File: src/hdl/ole_pkg.sv
`timescale 1ns / 1ps

package ole_pkg;

   // default geometry
   localparam int LIST_DEPTH  = 64;
   localparam int VALUE_WIDTH = 32;

   // port field widths
   localparam int OP_W     = 4;
   localparam int POS_W    = 6;
   localparam int VAL_IO_W = 32;
   localparam int STS_W    = 2;
   localparam int IDX_IO_W = 6;
   localparam int CNT_IO_W = 7;

   typedef enum logic [OP_W-1:0] {
      OP_APPEND    = 4'd0,
      OP_INSERT    = 4'd1,
      OP_SET       = 4'd2,
      OP_FIND      = 4'd3,
      OP_REM_VALUE = 4'd4,
      OP_REM_INDEX = 4'd5,
      OP_REM_LAST  = 4'd6,
      OP_GET       = 4'd7,
      OP_CLEAR     = 4'd8
   } op_type;

   localparam logic [STS_W-1:0] STS_OK   = 2'd0;
   localparam logic [STS_W-1:0] STS_FULL = 2'd1;
   localparam logic [STS_W-1:0] STS_BAD  = 2'd2;

endpackage

File: src/hdl/ordered_list_engine_core.sv
`timescale 1ns / 1ps

// Ordered list engine: an ordered list of up to DEPTH values held in a RAM,
// plus a count of valid entries.
// Request channel (req_valid/req_ready): op, position, value_in. One request
// is worked at a time; req_ready is high only while the sequencer is idle.
// Response channel (rsp_valid/rsp_ready): status, value_out, index_out and
// entry_count, one response per request, held in an output register, so a
// new request is taken while the previous response still waits.
// Work per request, with N the entry count and p the position:
//   append, set, clear, failures on entry: straight to the response
//   get, remove last: one RAM read
//   find: reads from entry 0 up to the match, or all N on a miss
//   remove value: reads all N entries, hit or miss, moving those past the match down
//   remove at index: reads entry p, then moves the N - 1 - p above it down
//   insert: moves the N - p entries from p up, then writes the new value
// The walk over the RAM reads one entry and writes one per cycle through
// its single read and single write port.
// Reset (synchronous, active high) empties the list and drops any pending
// response; RAM contents are not cleared, as only entries below the count
// are ever read. A stalled receiver holds the response register and the
// sequencer waits in its final state until the register frees up.
module ordered_list_engine_core #(
   parameter int DEPTH       = ole_pkg::LIST_DEPTH,
   parameter int VALUE_WIDTH = ole_pkg::VALUE_WIDTH
) (
   input  logic                          clock,
   input  logic                          reset,
   input  logic                          req_valid,
   output logic                          req_ready,
   input  logic [ole_pkg::OP_W-1:0]      req_op,
   input  logic [ole_pkg::POS_W-1:0]     req_position,
   input  logic [ole_pkg::VAL_IO_W-1:0]  req_value_in,
   output logic                          rsp_valid,
   input  logic                          rsp_ready,
   output logic [ole_pkg::STS_W-1:0]     rsp_status,
   output logic [ole_pkg::VAL_IO_W-1:0]  rsp_value_out,
   output logic [ole_pkg::IDX_IO_W-1:0]  rsp_index_out,
   output logic [ole_pkg::CNT_IO_W-1:0]  rsp_entry_count
);
   import ole_pkg::*;

   localparam int IDX_W = (DEPTH > 1) ? $clog2(DEPTH) : 1;
   localparam int CNT_W = $clog2(DEPTH + 1);
   localparam int CMP_W = (CNT_W > POS_W) ? CNT_W : POS_W;

   typedef enum logic [5:0] {
      S_IDLE = 6'b000001,
      S_SCAN = 6'b000010,   // walk for a match, or single read by index
      S_SHUP = 6'b000100,   // insert: move entries up
      S_INS  = 6'b001000,   // insert: drop new value in the gap
      S_SHDN = 6'b010000,   // remove: move entries down
      S_DONE = 6'b100000    // hand result to response register
   } state_type;

   state_type              state_ff, state_in;
   logic [CNT_W-1:0]       count_ff, count_in;
   logic [IDX_W-1:0]       ptr_ff, ptr_in;
   logic [IDX_W-1:0]       tgt_ff, tgt_in;
   op_type                 op_ff, op_in;
   logic [VALUE_WIDTH-1:0] val_ff, val_in;
   logic                   by_idx_ff, by_idx_in;

   logic [STS_W-1:0]       res_status_ff, res_status_in;
   logic [VALUE_WIDTH-1:0] res_value_ff, res_value_in;
   logic [IDX_W-1:0]       res_index_ff, res_index_in;

   logic                   rsp_valid_ff, rsp_valid_in;
   logic [STS_W-1:0]       rsp_status_ff, rsp_status_in;
   logic [VAL_IO_W-1:0]    rsp_value_ff, rsp_value_in;
   logic [IDX_IO_W-1:0]    rsp_index_ff, rsp_index_in;
   logic [CNT_IO_W-1:0]    rsp_count_ff, rsp_count_in;

   logic                   ram_we;
   logic [IDX_W-1:0]       ram_waddr;
   logic [VALUE_WIDTH-1:0] ram_wdata;
   logic [IDX_W-1:0]       ram_raddr;
   logic [VALUE_WIDTH-1:0] ram_rdata;

   // request decode helpers
   logic [VALUE_WIDTH-1:0] req_val;
   logic [CMP_W-1:0]       pos_c, cnt_c;
   logic [CNT_W-1:0]       count_m1;
   logic [IDX_W-1:0]       last_idx, cnt_idx, pos_idx;
   logic                   full, empty, pos_ok, hit;

   assign req_val  = VALUE_WIDTH'(req_value_in);
   assign pos_c    = CMP_W'(req_position);
   assign cnt_c    = CMP_W'(count_ff);
   assign count_m1 = count_ff - CNT_W'(1);
   assign last_idx = count_m1[IDX_W-1:0];
   assign cnt_idx  = count_ff[IDX_W-1:0];
   assign pos_idx  = pos_c[IDX_W-1:0];
   assign full     = (count_ff == CNT_W'(DEPTH));
   assign empty    = (count_ff == '0);
   assign pos_ok   = (pos_c < cnt_c);
   assign hit      = by_idx_ff || (ram_rdata == val_ff);

   ole_ram #(
      .WIDTH (VALUE_WIDTH),
      .DEPTH (DEPTH)
   ) u_ram (
      .clock   (clock),
      .wr_en   (ram_we),
      .wr_addr (ram_waddr),
      .wr_data (ram_wdata),
      .rd_addr (ram_raddr),
      .rd_data (ram_rdata)
   );

   assign req_ready = (state_ff == S_IDLE);

   always_comb begin
      state_in      = state_ff;
      count_in      = count_ff;
      ptr_in        = ptr_ff;
      tgt_in        = tgt_ff;
      op_in         = op_ff;
      val_in        = val_ff;
      by_idx_in     = by_idx_ff;
      res_status_in = res_status_ff;
      res_value_in  = res_value_ff;
      res_index_in  = res_index_ff;
      rsp_valid_in  = rsp_valid_ff && !rsp_ready;
      rsp_status_in = rsp_status_ff;
      rsp_value_in  = rsp_value_ff;
      rsp_index_in  = rsp_index_ff;
      rsp_count_in  = rsp_count_ff;
      ram_we        = 1'b0;
      ram_waddr     = ptr_ff;
      ram_wdata     = val_ff;
      ram_raddr     = ptr_ff;

      case (state_ff)
         S_IDLE: begin
            if (req_valid) begin
               op_in         = op_type'(req_op);
               val_in        = req_val;
               res_status_in = STS_OK;
               res_value_in  = '0;
               res_index_in  = '0;
               state_in      = S_DONE;
               case (req_op)
                  OP_APPEND: begin
                     if (full) begin
                        res_status_in = STS_FULL;
                     end else begin
                        ram_we    = 1'b1;
                        ram_waddr = cnt_idx;
                        ram_wdata = req_val;
                        count_in  = count_ff + CNT_W'(1);
                     end
                  end
                  OP_INSERT: begin
                     if (full) begin
                        res_status_in = STS_FULL;
                     end else if (pos_c >= cnt_c) begin
                        // clamped to the end: plain append
                        ram_we    = 1'b1;
                        ram_waddr = cnt_idx;
                        ram_wdata = req_val;
                        count_in  = count_ff + CNT_W'(1);
                     end else begin
                        tgt_in    = pos_idx;
                        ptr_in    = last_idx;
                        ram_raddr = last_idx;
                        state_in  = S_SHUP;
                     end
                  end
                  OP_SET: begin
                     if (pos_ok) begin
                        ram_we    = 1'b1;
                        ram_waddr = pos_idx;
                        ram_wdata = req_val;
                     end else begin
                        res_status_in = STS_BAD;
                     end
                  end
                  OP_FIND, OP_REM_VALUE: begin
                     if (empty) begin
                        res_status_in = STS_BAD;
                     end else begin
                        ptr_in    = '0;
                        ram_raddr = '0;
                        by_idx_in = 1'b0;
                        state_in  = S_SCAN;
                     end
                  end
                  OP_REM_INDEX, OP_GET: begin
                     if (pos_ok) begin
                        ptr_in    = pos_idx;
                        ram_raddr = pos_idx;
                        by_idx_in = 1'b1;
                        state_in  = S_SCAN;
                     end else begin
                        res_status_in = STS_BAD;
                     end
                  end
                  OP_REM_LAST: begin
                     if (empty) begin
                        res_status_in = STS_BAD;
                     end else begin
                        ptr_in    = last_idx;
                        ram_raddr = last_idx;
                        by_idx_in = 1'b1;
                        state_in  = S_SCAN;
                     end
                  end
                  OP_CLEAR: begin
                     count_in = '0;
                  end
                  default: begin
                     res_status_in = STS_BAD;
                  end
               endcase
            end
         end

         S_SCAN: begin
            // ram_rdata holds entries[ptr_ff]; prefetch the next one
            ram_raddr = ptr_ff + IDX_W'(1);
            if (hit) begin
               case (op_ff)
                  OP_FIND: begin
                     res_index_in = ptr_ff;
                     state_in     = S_DONE;
                  end
                  OP_GET: begin
                     res_value_in = ram_rdata;
                     state_in     = S_DONE;
                  end
                  default: begin
                     res_value_in = ram_rdata;
                     if (ptr_ff == last_idx) begin
                        count_in = count_m1;
                        state_in = S_DONE;
                     end else begin
                        ptr_in   = ptr_ff + IDX_W'(1);
                        state_in = S_SHDN;
                     end
                  end
               endcase
            end else if (ptr_ff == last_idx) begin
               res_status_in = STS_BAD;
               state_in      = S_DONE;
            end else begin
               ptr_in = ptr_ff + IDX_W'(1);
            end
         end

         S_SHDN: begin
            ram_we    = 1'b1;
            ram_waddr = ptr_ff - IDX_W'(1);
            ram_wdata = ram_rdata;
            ram_raddr = ptr_ff + IDX_W'(1);
            if (ptr_ff == last_idx) begin
               count_in = count_m1;
               state_in = S_DONE;
            end else begin
               ptr_in = ptr_ff + IDX_W'(1);
            end
         end

         S_SHUP: begin
            ram_we    = 1'b1;
            ram_waddr = ptr_ff + IDX_W'(1);
            ram_wdata = ram_rdata;
            ram_raddr = ptr_ff - IDX_W'(1);
            if (ptr_ff == tgt_ff) begin
               state_in = S_INS;
            end else begin
               ptr_in = ptr_ff - IDX_W'(1);
            end
         end

         S_INS: begin
            ram_we    = 1'b1;
            ram_waddr = tgt_ff;
            ram_wdata = val_ff;
            count_in  = count_ff + CNT_W'(1);
            state_in  = S_DONE;
         end

         S_DONE: begin
            if (!rsp_valid_ff || rsp_ready) begin
               rsp_valid_in  = 1'b1;
               rsp_status_in = res_status_ff;
               rsp_value_in  = VAL_IO_W'(res_value_ff);
               rsp_index_in  = IDX_IO_W'(res_index_ff);
               rsp_count_in  = CNT_IO_W'(count_ff);
               state_in      = S_IDLE;
            end
         end

         default: begin
            state_in = S_IDLE;
         end
      endcase
   end

   always_ff @(posedge clock) begin
      if (reset) begin
         state_ff     <= S_IDLE;
         count_ff     <= '0;
         rsp_valid_ff <= 1'b0;
      end else begin
         state_ff     <= state_in;
         count_ff     <= count_in;
         rsp_valid_ff <= rsp_valid_in;
      end
   end

   always_ff @(posedge clock) begin
      ptr_ff        <= ptr_in;
      tgt_ff        <= tgt_in;
      op_ff         <= op_in;
      val_ff        <= val_in;
      by_idx_ff     <= by_idx_in;
      res_status_ff <= res_status_in;
      res_value_ff  <= res_value_in;
      res_index_ff  <= res_index_in;
      rsp_status_ff <= rsp_status_in;
      rsp_value_ff  <= rsp_value_in;
      rsp_index_ff  <= rsp_index_in;
      rsp_count_ff  <= rsp_count_in;
   end

   assign rsp_valid       = rsp_valid_ff;
   assign rsp_status      = rsp_status_ff;
   assign rsp_value_out   = rsp_value_ff;
   assign rsp_index_out   = rsp_index_ff;
   assign rsp_entry_count = rsp_count_ff;

endmodule

File: src/hdl/ole_ram.sv
`timescale 1ns / 1ps

// Simple dual-port RAM: one write port, one read port, registered read data.
module ole_ram #(
   parameter int WIDTH = ole_pkg::VALUE_WIDTH,
   parameter int DEPTH = ole_pkg::LIST_DEPTH
) (
   input  logic                             clock,
   input  logic                             wr_en,
   input  logic [$clog2(DEPTH)-1:0]         wr_addr,
   input  logic [WIDTH-1:0]                 wr_data,
   input  logic [$clog2(DEPTH)-1:0]         rd_addr,
   output logic [WIDTH-1:0]                 rd_data
);
   import ole_pkg::*;

   logic [WIDTH-1:0] mem_ff [DEPTH];
   logic [WIDTH-1:0] rd_data_ff;

   always_ff @(posedge clock) begin
      if (wr_en) begin
         mem_ff[wr_addr] <= wr_data;
      end
      rd_data_ff <= mem_ff[rd_addr];
   end

   assign rd_data = rd_data_ff;

endmodule
File: config.mk
export PLATFORM = sky130hd
export DESIGN_NAME = ordered_list_engine_core
export DESIGN_NICKNAME = d
export VERILOG_FILES = /design/src/hdl/ole_pkg.sv /design/src/hdl/ordered_list_engine_core.sv /design/src/hdl/ole_ram.sv
export SDC_FILE = /design/constraint.sdc
export NUM_CORES = 2
export LEC_CHECK = 0
export ABC_CLOCK_PERIOD_IN_PS = 5800
export BUFFER_PORTS_ARGS = -buffer_cell sky130_fd_sc_hd__buf_4
export CAP_MARGIN = 10
export CORE_UTILIZATION = 40
export DETAILED_ROUTE_END_ITERATION = 8
export SYNTH_ARGS = -nofsm -noshare
export SYNTH_HDL_FRONTEND = slang
export SYNTH_SLANG_ARGS = --single-unit
File: constraint.sdc
create_clock -name clock -period 5.8 [get_ports clock]
set_clock_uncertainty 0.1 [all_clocks]
set_input_delay 0.29 -clock clock [delete_from_list [all_inputs] [get_ports clock]]
set_output_delay 0.29 -clock clock [all_outputs]
set_load 0.05 [all_outputs]
==> report_table.html <==
<table>
<tr><th>Metric</th><th>Value</th></tr>
<tr><th colspan="2">Synthesis</th></tr>
<tr><td>Cell type with the highest aggregate area in the netlist</td><td>edfxtp_1</td></tr>
<tr><td>Cell area after synthesis</td><td>88,300 sq um</td></tr>
<tr><td>Sequential-to-total area share from yosys stat</td><td>approximately 75%</td></tr>
<tr><td>Adder-cell share of the synthesized area</td><td>0.142%</td></tr>
<tr><td>Total of warnings raised by yosys</td><td>0</td></tr>
<tr><td>Share of flip-flops with an asynchronous set or reset after synthesis</td><td>0%</td></tr>
<tr><td>Unique masters post-synth</td><td>90</td></tr>
<tr><td>Avg Synthesized Cell Area</td><td>approximately 15 sq um</td></tr>
<tr><td>Fraction of the mapped netlist area in compound gates</td><td>7.27%</td></tr>
<tr><td>Post-synth top cells</td><td>edfxtp_1 (2,184), nand2_1 (1,191), mux2i_1 (357)</td></tr>
<tr><td>Most frequent cell after synthesis</td><td>edfxtp_1</td></tr>
<tr><td>Xor/xnor share of the synthesized area</td><td>0.575%</td></tr>
<tr><td>Largest family of logic cells by synthesized area</td><td>simple AND/OR/NAND/NOR gates</td></tr>
<tr><td>Synth top area share</td><td>between 70% and 80%</td></tr>
<tr><td>Ranking of synthesized cells by area</td><td>edfxtp_1 (74%), nand2_1 (5.1%), mux2i_1 (4.0%)</td></tr>
<tr><td>Gate count of the mapped netlist</td><td>approximately 6,100</td></tr>
<tr><td>Number of enable flip-flop cells after synthesis</td><td>approximately 2,200</td></tr>
<tr><td>Most frequently used flop master after synthesis</td><td>edfxtp_1</td></tr>
<tr><td>Portion of netlist area occupied by mux cells</td><td>4.07%</td></tr>
<tr><td>Post-synthesis share of cell area spent on and, or, nand and nor gates</td><td>10.5%</td></tr>
<tr><td>Syn nets</td><td>6,115</td></tr>
<tr><td>Flip-flop and latch count after synthesis</td><td>2,230</td></tr>
<tr><th colspan="2">Routing</th></tr>
<tr><td>DR DRC count</td><td>0</td></tr>
<tr><td>Vias</td><td>54,900</td></tr>
<tr><td>Detailed router's first-iteration violation count</td><td>6,794</td></tr>
<tr><td>Ratio of routed vias to standard cells</td><td>5.82</td></tr>
<tr><td>DRT antenna net count</td><td>0</td></tr>
<tr><td>Routed length per placed instance</td><td>~28 um</td></tr>
<tr><td>Final WL</td><td>267 mm</td></tr>
<tr><td>First-pass detailed-route iteration total</td><td>6</td></tr>
<tr><th colspan="2">Place</th></tr>
<tr><td>Placed wire-length estimate after detailed placement</td><td>157 mm</td></tr>
<tr><td>Port buffer count</td><td>94</td></tr>
<tr><td>Final GP Congestion</td><td>0.915</td></tr>
<tr><td>Dpl cell area</td><td>94,900 sq um</td></tr>
<tr><th colspan="2">Final layout</th></tr>
<tr><td>Relative area change from synthesis to final layout</td><td>16.1%</td></tr>
<tr><td>Layout Cell Area excl Fill</td><td>103,000 sq um</td></tr>
<tr><td>Number of nets in the finished design</td><td>approximately 6,400</td></tr>
<tr><td>Share of final-layout standard cells stronger than drive strength 1</td><td>about an eighth</td></tr>
<tr><th colspan="2">STA</th></tr>
<tr><td>Worst-margin pin slew</td><td>1.32 ns</td></tr>
<tr><td>Pins Over Slew Limit</td><td>0</td></tr>
<tr><td>Final setup vio count</td><td>0</td></tr>
<tr><td>Setup repair after global routing missed its margin</td><td>no</td></tr>
<tr><td>Total count of hold-check failures in the final report</td><td>0</td></tr>
<tr><td>Fin crit period</td><td>5.53 ns</td></tr>
<tr><td>Worst slew margin relative to its limit</td><td>about 12%</td></tr>
<tr><td>Final worst path period share</td><td>between 90 and 100%</td></tr>
<tr><td>Post-Route Setup TNS</td><td>0 ns</td></tr>
<tr><td>Fmax</td><td>between 0.15 and 0.2 GHz</td></tr>
<tr><th colspan="2">Global route</th></tr>
<tr><td>Initial antenna violation count</td><td>12</td></tr>
<tr><td>First-pass GRT wire length</td><td>378 mm</td></tr>
<tr><td>Met3 track utilization from global routing</td><td>4.45%</td></tr>
<tr><td>M2 GR Usage</td><td>36.0%</td></tr>
<tr><td>Number of global-route vias before repair</td><td>52,200</td></tr>
<tr><td>Pin count of the biggest net entering global routing</td><td>between 100 and 150</td></tr>
<tr><td>Total GRT Usage</td><td>23.5%</td></tr>
<tr><td>Grt peak-use layer</td><td>met2</td></tr>
<tr><td>Met1 routing resource usage after global routing</td><td>32.6%</td></tr>
<tr><td>Leftover overflow at the end of global routing</td><td>0</td></tr>
<tr><th colspan="2">Clocking</th></tr>
<tr><td>Clock latency on the worst-skew pair</td><td>0.88 ns</td></tr>
<tr><td>Number of buffers created by CTS</td><td>221</td></tr>
<tr><td>Maximum buffer depth of the clock tree</td><td>3</td></tr>
<tr><td>Post-CTS Setup Bufs</td><td>0</td></tr>
<tr><td>Reg clk slew, reported paths</td><td>approximately 0.070 ns</td></tr>
<tr><td>H-tree depth</td><td>4</td></tr>
<tr><td>TritonCTS clock tree</td><td>built</td></tr>
<tr><td>Number of sinks driven by the clock tree</td><td>2,230</td></tr>
<tr><td>Root buffer cell</td><td>clkbuf_16</td></tr>
<tr><th colspan="2">Critical path</th></tr>
<tr><td>CP Data Arrival Time</td><td>approximately 6.2 ns</td></tr>
<tr><td>Worst Path Class, Setup</td><td>reg -&gt; reg</td></tr>
<tr><td>CP endpoint kind</td><td>flip-flop</td></tr>
<tr><td>Worst path required time</td><td>~6.5 ns</td></tr>
<tr><td>Critical-path maximum fanout</td><td>64</td></tr>
<tr><td>Crit start category</td><td>flip-flop</td></tr>
<tr><th colspan="2">Floorplan</th></tr>
<tr><td>Overall die height</td><td>472 um</td></tr>
<tr><td>Number of placement rows</td><td>between 150 and 200</td></tr>
<tr><td>Number of primary I/O pins</td><td>95</td></tr>
<tr><td>Area of the core</td><td>220,000 sq um</td></tr>
<tr><td>Die Span X</td><td>472 um</td></tr>
<tr><td>Total Die Area</td><td>223,000 sq um</td></tr>
<tr><td>Starting utilization of the core area</td><td>40.2%</td></tr>
<tr><th colspan="2">Run</th></tr>
<tr><td>Maxcap violations</td><td>0</td></tr>
<tr><th colspan="2">Run status</th></tr>
<tr><td>Status</td><td>complete, no violations</td></tr>
<tr><th colspan="2">Power and ir drop</th></tr>
<tr><td>Leak</td><td>about 0.035 uW</td></tr>
<tr><td>Peak supply drop</td><td>roughly 0.0005 V</td></tr>
<tr><td>Power Density</td><td>between 400 and 500 nW/um^2</td></tr>
<tr><th colspan="2">Worst hold path</th></tr>
<tr><td>Path class of the lowest-slack min-delay path</td><td>in -&gt; reg</td></tr>
</table>
[worst max-delay path: stages (launching register included)]
cell	delay (ns)
dfxtp_1	0.42
inv_1	0.19
ha_1	0.32
nor4b_4	0.38
nand2_1	0.15
o31ai_4	0.38
nor2_1	0.12
a211oi_2	0.45
or3_4	0.71
buf_12	0.37
buf_12	0.33
nand2_1	0.09
a31oi_1	0.23
nand3_1	0.34
a21oi_2	0.53
nand4b_1	0.18
[worst paths after layout]
kind                     from                 to  slack (ns)  depth (start not counted)
max reg2reg          cnt_c[1]  u_ram.rd_data[23]        0.27                         15
min reg2reg  res_value_ff[27]  rsp_value_out[27]        0.31                          0
min          req_value_in[29]         val_ff[29]        0.11                          2
max                  cnt_c[1]  u_ram.rd_data[23]        0.27                         15
[cell type report]
class                           count  area [sq um]
Multi-Input combinational cell   3420         20500
Sequential cell                  2230         66500
Fill cell                       18800        117000
Clock buffer                      291          5880
Inverter                           34           128
Clock inverter                    119          1230
Tap cell                         2871          3590
Antenna cell                        7          17.5
Timing Repair Buffer              457          4710
[routing by layer]
layer,wire [um],vias to the layer above
li1,-,23800
met3,24000,436
met1,110000,28000
met4,12000,4
met5,27,-
met2,121000,2634
[flip-flops by register name, summed over array words and instances (netlist names)]
name	flops
u_ram.rd_data	32
rsp_value_out	32
state_ff	6
rsp_index_out	6
rsp_valid	1
val_ff	32
cnt_c	7
by_idx_ff	1
tgt_ff	6
u_ram.mem_ff	2048
op_ff	4
res_index_ff	6
res_status_ff	2
rsp_status	2
res_value_ff	32
rsp_entry_count	7
ptr_ff	6
[through the flow]
step	instances	setup slack, ns	utilization (%)	hold WS [ns]	total power, uW
3_5_place_dp	8964	0.0744	43.2	0.305	33100
2_1_floorplan	6059	0.735	-	0.263	27400
3_3_place_gp	8964	0.0311	43.2	0.303	33000
5_1_grt	9423	0.0875	46.7	0.0895	48600
4_1_cts	9422	0.0912	46.7	0.0513	47100
6_report	9429	0.270	46.7	0.114	47100
[logic make-up (layout without fill, tap and decap cells)]
family / Yosys count / after routing
AO/OA/AOI/OAI: 945 / 945
XOR/XNOR: 58 / 58
adder cells (fa/ha/maj): 10 / 10
buffers and inverters: 409 / 901
flip-flops: 2230 / 2230
multiplexers: 359 / 359
other: 0 / 7
AND/OR/NAND/NOR: 2048 / 2048
[where the power goes]
group | total, uW | switching (uW) | internal [uW] | leakage (uW)
Combinational | 13300 | 9280 | 4010 | 0.0112
Sequential | 19800 | 563 | 19200 | 0.0202
Clock | 14000 | 6140 | 7900 | 0.00342
Total | 47100 | 16000 | 31100 | 0.0349
[timing repair]
action,4_1_cts,5_1_grt
endpoints found under the hold margin,62,0
setup endpoints to repair,0,4
hold buffers,48,0
resized for setup,0,4
[cells in the final DEF, fill, tap and decap left out, drive strengths merged, types with 35 or more instances in the layout]
| master | synthesis | final |
|---|---|---|
| nand4 | 78 | 78 |
| buf | 199 | 409 |
| a21oi | 331 | 331 |
| xnor2 | 52 | 52 |
| dlygate4sd3 | 0 | 48 |
| nand4b | 36 | 36 |
| and2 | 38 | 38 |
| nor2 | 166 | 166 |
| a31oi | 69 | 69 |
| o21ai | 44 | 44 |
| inv | 33 | 38 |
| mux2i | 357 | 357 |
| nand2 | 1191 | 1191 |
| clkinv | 1 | 94 |
| a221oi | 35 | 35 |
| o22ai | 165 | 165 |
| dfxtp | 46 | 46 |
| clkbuf | 176 | 291 |
| edfxtp | 2184 | 2184 |
| nand3 | 348 | 348 |
| a22o | 94 | 94 |
| a32oi | 63 | 63 |
| nor4 | 65 | 65 |
(Power assumes the default switching activity.)
